[src/fct_pkg.sv]
// Shared types, constants and codes of the floor and ceiling texel caster.
package fct_pkg;

	localparam int SCREEN_WIDTH_DEF  = 640;
	localparam int SCREEN_HEIGHT_DEF = 480;
	localparam int TEX_SIZE_DEF      = 64;

	localparam int FRAC_W  = 16;
	localparam int WORLD_W = 40;
	localparam int OFS_W   = 14;
	localparam int DIST_W  = 30;
	localparam int DVD_W   = 34;
	localparam int DVS_W   = 13;
	localparam int CFG_IDX_W  = 3;
	localparam int CFG_DATA_W = 24;

	typedef enum logic [CFG_IDX_W-1:0] {
		REG_POS_X      = 3'd0,
		REG_POS_Y      = 3'd1,
		REG_DIR_X      = 3'd2,
		REG_DIR_Y      = 3'd3,
		REG_PLANE_X    = 3'd4,
		REG_PLANE_Y    = 3'd5,
		REG_PITCH      = 3'd6,
		REG_EYE_HEIGHT = 3'd7
	} fct_reg_t;

	typedef struct packed {
		logic       surface;
		logic [8:0] row;
		logic [9:0] column;
	} fct_in_t;

	typedef struct packed {
		logic       draw;
		logic [8:0] frame_row;
		logic [9:0] frame_col;
		logic [5:0] texel_u;
		logic [5:0] texel_v;
	} fct_out_t;

	typedef struct packed {
		logic load_in;
		logic div_start;
		logic div_cap;
		logic mul_x;
		logic mul_y;
		logic rcp_mul;
		logic cap_sx;
		logic cap_sy;
		logic emit;
	} fct_cmd_t;

	typedef struct packed {
		logic setup;
		logic out_free;
		logic div_done;
		logic div_busy;
	} fct_stat_t;

endpackage

[src/floor_ceiling_texel_caster.sv]
// Top level of the floor and ceiling texel caster.
// Usage: pixel requests (surface, row, column) enter on in_valid/in_stall in
// raster order; each gives one result (draw, frame_row, frame_col, texel_u,
// texel_v) on out_valid/out_stall. Column 0 of a drawable row triggers the row setup.
// Sequence: a pixel is taken in, then issued into the result register; a new
// request is taken only after the last result is issued. A column 0 pixel of
// a drawable row first runs the row setup: start and the passes of the
// bit-serial divider for the row distance, capture, two multiply steps,
// reciprocal multiplication by the screen width for the x and y world steps
// and their capture, then issue.
// Configuration: cfg_valid/cfg_ready with cfg_index and cfg_data; cfg_ready is
// always high, write only while idle.
// Reset: view registers take their defaults, the world walk and row state
// clear, no result is pending and intake is open.
// Stall: a result waits in the output register while out_stall is high; the
// next request is taken meanwhile and holds in the controller until the
// register frees.
module floor_ceiling_texel_caster import fct_pkg::*; #(
	parameter int SCREEN_WIDTH  = SCREEN_WIDTH_DEF,
	parameter int SCREEN_HEIGHT = SCREEN_HEIGHT_DEF,
	parameter int TEX_SIZE      = TEX_SIZE_DEF
) (
	input  logic                  clk,
	input  logic                  arst_n,
	input  logic                  cfg_valid,
	output logic                  cfg_ready,
	input  logic [CFG_IDX_W-1:0]  cfg_index,
	input  logic [CFG_DATA_W-1:0] cfg_data,
	input  logic                  in_valid,
	output logic                  in_stall,
	input  fct_in_t               in_data,
	output logic                  out_valid,
	input  logic                  out_stall,
	output fct_out_t              out_data
);

	fct_cmd_t  cmd;
	fct_stat_t st;

	assign cfg_ready = 1'b1;

	fct_ctrl u_ctrl (
		.clk      (clk),
		.arst_n   (arst_n),
		.in_valid (in_valid),
		.in_stall (in_stall),
		.st       (st),
		.cmd      (cmd)
	);

	fct_datapath #(
		.SCREEN_WIDTH  (SCREEN_WIDTH),
		.SCREEN_HEIGHT (SCREEN_HEIGHT),
		.TEX_SIZE      (TEX_SIZE)
	) u_dp (
		.clk       (clk),
		.arst_n    (arst_n),
		.cfg_valid (cfg_valid),
		.cfg_index (cfg_index),
		.cfg_data  (cfg_data),
		.in_data   (in_data),
		.out_valid (out_valid),
		.out_stall (out_stall),
		.out_data  (out_data),
		.cmd       (cmd),
		.st        (st)
	);

	a_busy_after_req: assert property (@(posedge clk) disable iff (!arst_n)
		in_valid && !in_stall |=> in_stall)
		else $error("request taken while intake stays open");

	a_emit_free: assert property (@(posedge clk) disable iff (!arst_n)
		cmd.emit |-> st.out_free)
		else $error("result issued over a held result");

	a_div_idle: assert property (@(posedge clk) disable iff (!arst_n)
		cmd.div_start |-> !st.div_busy)
		else $error("divider started while busy");

endmodule

[src/fct_divider.sv]
// Restoring unsigned divider, one quotient bit per cycle.
module fct_divider import fct_pkg::*; (
	input  logic             clk,
	input  logic             arst_n,
	input  logic             start,
	input  logic [DVD_W-1:0] dividend,
	input  logic [DVS_W-1:0] divisor,
	output logic             busy,
	output logic             done,
	output logic [DVD_W-1:0] quotient
);

	localparam int CNT_W = $clog2(DVD_W + 1);

	logic [DVD_W-1:0] quo_q;
	logic [DVS_W-1:0] rem_q;
	logic [DVS_W-1:0] dvs_q;
	logic [CNT_W-1:0] cnt_q;
	logic             busy_q;
	logic             done_q;
	logic [DVS_W:0]   shifted;
	logic             fits;

	assign shifted = {rem_q, quo_q[DVD_W-1]};
	assign fits    = shifted >= {1'b0, dvs_q};

	always_ff @(posedge clk or negedge arst_n) begin
		if (!arst_n) begin
			busy_q <= 1'b0;
			done_q <= 1'b0;
			cnt_q  <= '0;
		end else begin
			done_q <= 1'b0;
			if (start) begin
				busy_q <= 1'b1;
				cnt_q  <= CNT_W'(DVD_W);
			end else if (busy_q) begin
				cnt_q <= cnt_q - 1'b1;
				if (cnt_q == CNT_W'(1)) begin
					busy_q <= 1'b0;
					done_q <= 1'b1;
				end
			end
		end
	end

	always_ff @(posedge clk) begin
		if (start) begin
			quo_q <= dividend;
			rem_q <= '0;
			dvs_q <= divisor;
		end else if (busy_q) begin
			rem_q <= fits ? DVS_W'(shifted - {1'b0, dvs_q}) : shifted[DVS_W-1:0];
			quo_q <= {quo_q[DVD_W-2:0], fits};
		end
	end

	assign busy     = busy_q;
	assign done     = done_q;
	assign quotient = quo_q;

endmodule

[src/fct_datapath.sv]
// Datapath: configuration, row setup arithmetic, world point walk and result register.
module fct_datapath import fct_pkg::*; #(
	parameter int SCREEN_WIDTH  = SCREEN_WIDTH_DEF,
	parameter int SCREEN_HEIGHT = SCREEN_HEIGHT_DEF,
	parameter int TEX_SIZE      = TEX_SIZE_DEF
) (
	input  logic                  clk,
	input  logic                  arst_n,
	input  logic                  cfg_valid,
	input  logic [CFG_IDX_W-1:0]  cfg_index,
	input  logic [CFG_DATA_W-1:0] cfg_data,
	input  fct_in_t               in_data,
	output logic                  out_valid,
	input  logic                  out_stall,
	output fct_out_t              out_data,
	input  fct_cmd_t              cmd,
	output fct_stat_t             st
);

	localparam int HALF   = SCREEN_HEIGHT / 2;
	localparam int TEX_B  = $clog2(TEX_SIZE);
	localparam int MAG_W  = 30;
	localparam int RCP_W  = MAG_W + 1;
	localparam int SW_B   = $clog2(SCREEN_WIDTH);
	localparam int RCP_K  = MAG_W + SW_B;
	localparam logic [63:0] RCP_M =
		((64'd1 << RCP_K) + 64'(SCREEN_WIDTH) - 64'd1) / 64'(SCREEN_WIDTH);

	logic [23:0]        pos_x_q, pos_y_q;
	logic signed [17:0] dir_x_q, dir_y_q, plane_x_q, plane_y_q;
	logic signed [9:0]  pitch_q;
	logic signed [8:0]  eye_q;

	fct_in_t req_q;

	logic signed [WORLD_W-1:0] point_x_q, point_y_q, step_x_q, step_y_q;
	logic                      row_valid_q;
	logic signed [DIST_W-1:0]  dist_q;
	logic signed [47:0]        prod_s_q;
	logic signed [48:0]        prod_p_q;
	logic                      rcp_neg_q;
	logic [MAG_W-1:0]          rcp_mag_q;
	logic [MAG_W+RCP_W-1:0]    rcp_prod_q;

	fct_out_t out_q;
	logic     out_valid_q;

	logic signed [OFS_W-1:0] look;
	logic signed [OFS_W-1:0] row_ofs;
	logic signed [OFS_W-1:0] offset;
	logic signed [OFS_W-1:0] depth;
	logic [OFS_W-1:0]        depth_abs;
	logic                    row_ok;
	logic                    col_oor;
	logic                    col_zero;
	logic                    draw;
	logic signed [32:0]      step_num;
	logic [MAG_W-1:0]        step_abs;
	logic [MAG_W-1:0]        rcp_quo;
	logic [MAG_W-1:0]        rcp_back;
	logic                    rcp_rem_nz;
	logic [DVD_W-1:0]        dvd;
	logic [DVS_W-1:0]        dvs;
	logic                    div_busy, div_done;
	logic [DVD_W-1:0]        quo;
	logic signed [WORLD_W-1:0] step_res;
	logic signed [WORLD_W-1:0] point_res;
	logic signed [17:0]      plane_sel;
	logic signed [18:0]      diff_sel;

	function automatic logic [5:0] texel_of(input logic [WORLD_W-1:0] p);
		logic [15:0] frac;
		logic [15:0] mag;
		logic [15:0] t;
		logic [15:0] masked;
		frac   = p[WORLD_W-1] ? 16'(-p[15:0]) : p[15:0];
		mag    = frac >> (FRAC_W - TEX_B);
		t      = p[WORLD_W-1] ? 16'(-mag) : mag;
		masked = t & 16'(TEX_SIZE - 1);
		return masked[5:0];
	endfunction

	always_ff @(posedge clk or negedge arst_n) begin
		if (!arst_n) begin
			pos_x_q   <= '0;
			pos_y_q   <= '0;
			dir_x_q   <= 18'sd65536;
			dir_y_q   <= '0;
			plane_x_q <= '0;
			plane_y_q <= 18'sd43254;
			pitch_q   <= '0;
			eye_q     <= '0;
		end else if (cfg_valid) begin
			case (fct_reg_t'(cfg_index))
				REG_POS_X:      pos_x_q   <= cfg_data;
				REG_POS_Y:      pos_y_q   <= cfg_data;
				REG_DIR_X:      dir_x_q   <= cfg_data[17:0];
				REG_DIR_Y:      dir_y_q   <= cfg_data[17:0];
				REG_PLANE_X:    plane_x_q <= cfg_data[17:0];
				REG_PLANE_Y:    plane_y_q <= cfg_data[17:0];
				REG_PITCH:      pitch_q   <= cfg_data[9:0];
				REG_EYE_HEIGHT: eye_q     <= cfg_data[8:0];
				default: ;
			endcase
		end
	end

	assign look      = OFS_W'(pitch_q) + OFS_W'(eye_q);
	assign row_ofs   = $signed(OFS_W'(req_q.row)) - OFS_W'(HALF);
	assign offset    = req_q.surface ? row_ofs + look : row_ofs - look;
	assign row_ok    = (offset > 0) && (OFS_W'(req_q.row) < OFS_W'(SCREEN_HEIGHT));
	assign col_oor   = 13'(req_q.column) >= 13'(SCREEN_WIDTH);
	assign col_zero  = req_q.column == '0;
	assign draw      = !col_oor && row_ok && (col_zero || row_valid_q);
	assign depth     = OFS_W'(HALF) + OFS_W'(eye_q);
	assign depth_abs = depth[OFS_W-1] ? OFS_W'(-depth) : depth;

	assign dvd = DVD_W'({depth_abs[11:0], 16'b0});
	assign dvs = DVS_W'(offset);

	fct_divider u_div (
		.clk      (clk),
		.arst_n   (arst_n),
		.start    (cmd.div_start),
		.dividend (dvd),
		.divisor  (dvs),
		.busy     (div_busy),
		.done     (div_done),
		.quotient (quo)
	);

	assign step_num   = $signed(prod_s_q[47:15]);
	assign step_abs   = step_num[32] ? MAG_W'(-step_num) : MAG_W'(step_num);
	assign rcp_quo    = MAG_W'(rcp_prod_q >> RCP_K);
	assign rcp_back   = rcp_quo * MAG_W'(SCREEN_WIDTH);
	assign rcp_rem_nz = rcp_back != rcp_mag_q;

	assign step_res  = rcp_neg_q ?
	                   -(WORLD_W'(rcp_quo) + WORLD_W'(rcp_rem_nz)) : WORLD_W'(rcp_quo);
	assign point_res = WORLD_W'($signed(prod_p_q[48:16]));

	assign plane_sel = cmd.mul_y ? plane_y_q : plane_x_q;
	assign diff_sel  = cmd.mul_y ? 19'(dir_y_q) - 19'(plane_y_q) :
	                               19'(dir_x_q) - 19'(plane_x_q);

	always_ff @(posedge clk) begin
		if (cmd.load_in)
			req_q <= in_data;
		if (cmd.div_cap)
			dist_q <= depth[OFS_W-1] ? -DIST_W'(quo[28:0]) : DIST_W'(quo[28:0]);
		if (cmd.mul_x || cmd.mul_y) begin
			prod_s_q <= 48'(dist_q) * 48'(plane_sel);
			prod_p_q <= 49'(dist_q) * 49'(diff_sel);
		end
		if (cmd.rcp_mul) begin
			rcp_neg_q  <= step_num[32];
			rcp_mag_q  <= step_abs;
			rcp_prod_q <= step_abs * RCP_M[RCP_W-1:0];
		end
	end

	always_ff @(posedge clk or negedge arst_n) begin
		if (!arst_n) begin
			point_x_q   <= '0;
			point_y_q   <= '0;
			step_x_q    <= '0;
			step_y_q    <= '0;
			row_valid_q <= 1'b0;
			out_valid_q <= 1'b0;
		end else begin
			if (cmd.mul_y)
				point_x_q <= WORLD_W'(pos_x_q) + point_res;
			if (cmd.cap_sx) begin
				step_x_q  <= step_res;
				point_y_q <= WORLD_W'(pos_y_q) + point_res;
			end
			if (cmd.cap_sy) begin
				step_y_q    <= step_res;
				row_valid_q <= 1'b1;
			end
			if (cmd.emit) begin
				out_valid_q <= 1'b1;
				if (draw) begin
					point_x_q <= point_x_q + step_x_q;
					point_y_q <= point_y_q + step_y_q;
				end
				if (col_zero && !row_ok)
					row_valid_q <= 1'b0;
			end else if (!out_stall) begin
				out_valid_q <= 1'b0;
			end
		end
	end

	always_ff @(posedge clk) begin
		if (cmd.emit) begin
			out_q.draw      <= draw;
			out_q.frame_row <= !draw ? '0 :
			                   req_q.surface ? 9'(SCREEN_HEIGHT - 1 - int'(req_q.row)) :
			                   req_q.row;
			out_q.frame_col <= draw ? req_q.column : '0;
			out_q.texel_u   <= draw ? texel_of(point_x_q) : '0;
			out_q.texel_v   <= draw ? texel_of(point_y_q) : '0;
		end
	end

	assign out_valid   = out_valid_q;
	assign out_data    = out_q;
	assign st.setup    = col_zero && row_ok;
	assign st.out_free = !out_valid_q || !out_stall;
	assign st.div_done = div_done;
	assign st.div_busy = div_busy;

endmodule

[src/fct_ctrl.sv]
// Controller state machine: request intake, row setup sequence and result issue.
module fct_ctrl import fct_pkg::*; (
	input  logic      clk,
	input  logic      arst_n,
	input  logic      in_valid,
	output logic      in_stall,
	input  fct_stat_t st,
	output fct_cmd_t  cmd
);

	typedef enum logic [7:0] {
		ST_IDLE  = 8'b00000001,
		ST_CHECK = 8'b00000010,
		ST_DDIST = 8'b00000100,
		ST_MULX  = 8'b00001000,
		ST_MULY  = 8'b00010000,
		ST_DSX   = 8'b00100000,
		ST_DSY   = 8'b01000000,
		ST_FINAL = 8'b10000000
	} state_t;

	state_t state_q, state_d;

	always_comb begin
		state_d = state_q;
		cmd     = '0;
		case (state_q)
			ST_IDLE: begin
				if (in_valid) begin
					cmd.load_in = 1'b1;
					state_d     = ST_CHECK;
				end
			end
			ST_CHECK: begin
				if (st.setup) begin
					cmd.div_start = 1'b1;
					state_d       = ST_DDIST;
				end else if (st.out_free) begin
					cmd.emit = 1'b1;
					state_d  = ST_IDLE;
				end
			end
			ST_DDIST: begin
				if (st.div_done) begin
					cmd.div_cap = 1'b1;
					state_d     = ST_MULX;
				end
			end
			ST_MULX: begin
				cmd.mul_x = 1'b1;
				state_d   = ST_MULY;
			end
			ST_MULY: begin
				cmd.mul_y   = 1'b1;
				cmd.rcp_mul = 1'b1;
				state_d     = ST_DSX;
			end
			ST_DSX: begin
				cmd.cap_sx  = 1'b1;
				cmd.rcp_mul = 1'b1;
				state_d     = ST_DSY;
			end
			ST_DSY: begin
				cmd.cap_sy = 1'b1;
				state_d    = ST_FINAL;
			end
			ST_FINAL: begin
				if (st.out_free) begin
					cmd.emit = 1'b1;
					state_d  = ST_IDLE;
				end
			end
			default: state_d = ST_IDLE;
		endcase
	end

	always_ff @(posedge clk or negedge arst_n) begin
		if (!arst_n)
			state_q <= ST_IDLE;
		else
			state_q <= state_d;
	end

	assign in_stall = state_q != ST_IDLE;

endmodule
[config.mk]
export PLATFORM = sky130hd
export DESIGN_NAME = floor_ceiling_texel_caster
export DESIGN_NICKNAME = d
export VERILOG_FILES = /design/src/fct_pkg.sv /design/src/floor_ceiling_texel_caster.sv /design/src/fct_divider.sv /design/src/fct_datapath.sv /design/src/fct_ctrl.sv
export SDC_FILE = /design/constraint.sdc
export NUM_CORES = 2
export LEC_CHECK = 0
export BUFFER_PORTS_ARGS = -buffer_cell sky130_fd_sc_hd__buf_2
export CORE_MARGIN = 2
export CORE_UTILIZATION = 60
export DETAILED_ROUTE_END_ITERATION = 8
export HOLD_SLACK_MARGIN = 0.02
export PLACE_DENSITY_LB_ADDON = 0.08
export SYNTH_ARGS = -nofsm -noshare
export SYNTH_HDL_FRONTEND = slang
export SYNTH_HIERARCHICAL = 1
export SYNTH_SLANG_ARGS = --single-unit
[constraint.sdc]
create_clock -name clk -period 10.15 [get_ports clk]
set_input_delay 2.03 -clock clk [delete_from_list [all_inputs] [get_ports clk]]
set_output_delay 2.03 -clock clk [all_outputs]
set_load 0.005 [all_outputs]
==> results by stage <==
Worst setup path:
- Following the worst setup path forward leads to its endpoint at u_dp/rcp_prod_q[60]$_DFFE_PP_.
- The delay of the slowest critical-path stage is 0.57 ns.
- The worst endpoint required time is 10.58 ns.
- The worst setup path is launched from a flop.
- The setup slack on the worst flop-to-flop path is about 0.32 ns.
- The launching instance or port of the critical path is u_dp/prod_s_q[17]$_DFFE_PP_.
- The depth of the worst register-to-register path is 33.
- Of all nets on the critical path, the largest fanout is 4.
- The origin of the critical flop-to-flop path is u_dp/prod_s_q[17]$_DFFE_PP_.
- Data arrives at the worst endpoint at 10.27 ns.
- The slowest stage cell on the critical path is sky130_fd_sc_hd__or4_1.
- The most prevalent standard cell on the critical path is sky130_fd_sc_hd__fa_1.
- The kind of capture point of the worst setup path is a flop.
- The endpoint of the most critical register-to-register path is u_dp/rcp_prod_q[60]$_DFFE_PP_.
- The worst setup path is of the reg2reg kind.

Layout:
- The total number of nets in the final design is 11000.
- The combined flip-flop and latch cell area is between 15000 and 20000 um^2.
- Summing all multi-input logic gate instances after layout gives 61300 um^2.
- Once layout is complete, the utilization of the core stands at 64.6%.
- The final cell count without fillers is 10700.
- The area growth from synthesis to layout is 7.24%.
- Fill cells in the final layout number 11800.
- Of the cells placed in the final design, the portion with a size suffix greater than 1 is 8.48%.

STA:
- Summed over all failing endpoints, the final setup total negative slack is 0 ns.
- The maximum clock frequency is 102 MHz.
- Setup repair after global routing left no endpoint under its margin.
- Clock skew on the completed layout was measured at 0.0337 ns.
- The worst hold slack is approximately 0.50 ns.
- The number of max-slew violations in the final report came to 0.
- The shortest period the worst path allows is 9.83 ns.
- The slew at the pin closest to its max-slew limit is about 1.4 ns.
- Setup violations remaining at the end of the flow were counted as 0.
- The remaining max-slew budget at the tightest pin is 5.96%.
- The hold violation total from the final report was 0.
- The ratio of final minimum period to clock period is 96.9%.

Run status:
- The flow ran to the end, and the final reports show no timing, DRC or antenna violations.

Floorplanning:
- The horizontal die dimension is approximately 380 um.
- The die is approximately 380 um tall.
- The placeable core area is 139000 um^2.
- Pin placement for this block handled a little under 90 I/O pins.
- The floorplan step defined a die boundary enclosing 143000 um^2.
- The initial utilization of the core area, before any placement, comes to about three fifths.
- After floorplanning, the core was divided into 137 placement rows.

Routing:
- For this block, the routed nets add up to 232 mm of wire.
- The number of DRC markers after the initial detailed-route iteration is 4230.
- The final routed DRC violation total is 0.
- For this block, the via count after detailed routing is 61700.
- The post-detailed-route via-to-cell ratio is approximately 5.7.
- The residual antenna-violating net count after detailed routing is 0.
- The post-detailed-route wirelength per cell is 21.6 um.
- The iteration count of the initial detailed-routing pass is 6.

Yosys:
- The total number of yosys warnings is 6.
- The cell area after synthesis is 83800 um^2.
- Synthesis produced a netlist whose cell count is between 8000 and 9000.
- The per-instance average area after synthesis is around 9.6 um^2.

Global routing:
- The initial antenna violation count was 19.
- Entering global routing, the biggest net connects 81 pins.
- The number of global-route vias before repair was 64600.
- The first global-routing pass estimated 364 mm of wire.
- The global router's overall resource usage is 33.3%.
- After global routing the overflow that remains totals 0.

CTS:
- The clock-pin slew on the worst setup and hold paths is 0.07 ns.
- CTS placed an instance of sky130_fd_sc_hd__clkbuf_16 at the clock tree root.
- The H-tree level count is 3.
- TritonCTS built the clock tree.
- The clock reaches the later pin of the worst-skew pair after about 0.68 ns.
- The TritonCTS buffer count is 70.
- The number of sinks on the clock net is between 500 and 600.
- The buffer levels on the longest clock path is 3.

Placed design:
- The total instance count after detailed placement is 10600.
- Buffers placed on the I/O ports in this run total 85.
- Routability-driven placement finished with a final weighted congestion of roughly 0.96.
- Summed over all nets, the half-perimeter wirelength after detailed placement is 184 mm.

Job:
- Across the run, the number of max-cap violations was 0.

Min path:
- The min-delay analysis places its worst path in the category reg2reg.
## per-stage QoR
| step | worst slack, ns | cell area (um^2) |
|---|---|---|
| final | 0.316 | 89900 |
| after detailed placement | -0.0406 | 87300 |
| after floorplan | 0.307 | 83900 |
| after CTS | 0.0627 | 89700 |
| after global placement | 0.0206 | 87300 |
| after global routing | 0.00616 | 89900 |
## cells in the final DEF, fill, tap and decap left out, types with 51 or more instances in the layout
master and count:
sky130_fd_sc_hd__a21o_1 135, sky130_fd_sc_hd__a21oi_1 317, sky130_fd_sc_hd__and2_1 231, sky130_fd_sc_hd__buf_2 84, sky130_fd_sc_hd__buf_4 204, sky130_fd_sc_hd__clkbuf_16 74, sky130_fd_sc_hd__dfrtp_1 302, sky130_fd_sc_hd__edfxtp_1 245
sky130_fd_sc_hd__fa_1 1334, sky130_fd_sc_hd__ha_1 795, sky130_fd_sc_hd__inv_1 1665, sky130_fd_sc_hd__mux2_2 167, sky130_fd_sc_hd__mux2i_1 51, sky130_fd_sc_hd__nand2_1 979, sky130_fd_sc_hd__nand2b_1 64, sky130_fd_sc_hd__nand3_1 87
sky130_fd_sc_hd__nor2_1 325, sky130_fd_sc_hd__nor2b_1 126, sky130_fd_sc_hd__nor3_1 81, sky130_fd_sc_hd__o21ai_0 289, sky130_fd_sc_hd__or2_2 59, sky130_fd_sc_hd__xnor2_1 277, sky130_fd_sc_hd__xor2_1 133
## flip-flops by register name, indices dropped and copies added (netlist names), 30 cells and up
signal               cells
u_dp/prod_s_q           31
u_dp/rcp_mag_q          30
u_dp/out_data           32
u_dp/step_x_q           38
u_dp/step_y_q           38
u_dp/prod_p_q           33
u_dp/point_y_q          40
u_dp/point_x_q          40
u_dp/u_div/quotient     34
u_dp/dist_q             30
## worst max-delay path: cells and delay by family, from the launching register on
kind                       cells  cell delay, ns
and+or+nand+nor               10            2.80
buffers and inverters          7            0.69
DFF                            1            0.43
adders and majority gates      9            4.23
AOI/OAI and AO/OA              6            1.32
xor gates and xnor gates       1            0.15
## layer usage
layer	track usage, %	vias up	wire, um
met5	0	-	104
li1	-	27900	-
met3	5.78	478	17300
met1	45.3	31200	97700
met4	12.9	14	9840
met2	53.4	2133	107000
## what timing repair did
item                                    CTS  global route
pin swaps                                 0             3
hold buffers                              0             0
setup buffers                             0             4
cloned                                    0             0
endpoints found under the setup margin    1            30
gates resized for setup                   2            29
## worst min-delay path by stage
stage	from	endpoint	slack, ns	cells past startpoint
2_1_floorplan	u_dp/u_div/quotient[0]$_DFFE_PP_	u_dp/dist_q[0]$_DFFE_PP_	0.45	0
3_3_place_gp	u_dp/u_div/rem_q[6]$_SDFFE_PP0P_	u_dp/u_div/rem_q[7]$_SDFFE_PP0P_	0.49	2
3_5_place_dp	u_dp/u_div/rem_q[6]$_SDFFE_PP0P_	u_dp/u_div/rem_q[7]$_SDFFE_PP0P_	0.50	2
4_1_cts	u_dp/u_div/rem_q[8]$_SDFFE_PP0P_	u_dp/u_div/rem_q[9]$_SDFFE_PP0P_	0.50	2
5_1_grt	u_dp/u_div/rem_q[1]$_SDFFE_PP0P_	u_dp/u_div/rem_q[1]$_SDFFE_PP0P_	0.51	2
6_report	u_dp/u_div/rem_q[1]$_SDFFE_PP0P_	u_dp/u_div/rem_q[1]$_SDFFE_PP0P_	0.50	2
## area by class of cell
| type | count | share of cell area (%) |
|---|---|---|
| Clock inverter | 35 | 0.431 |
| Antenna cell | 20 | 0.0557 |
| Inverter | 1668 | 6.97 |
| Multi-Input combinational cell | 6184 | 68.2 |
| Sequential cell | 571 | 17.2 |
| Timing Repair Buffer | 298 | 2.37 |
| Clock buffer | 93 | 2.19 |
| Tap cell | 1876 | 2.61 |
Power is left out: the tool's default activity adds up to more than one toggle a clock period on the data nets, which glitch-free logic cannot reach.
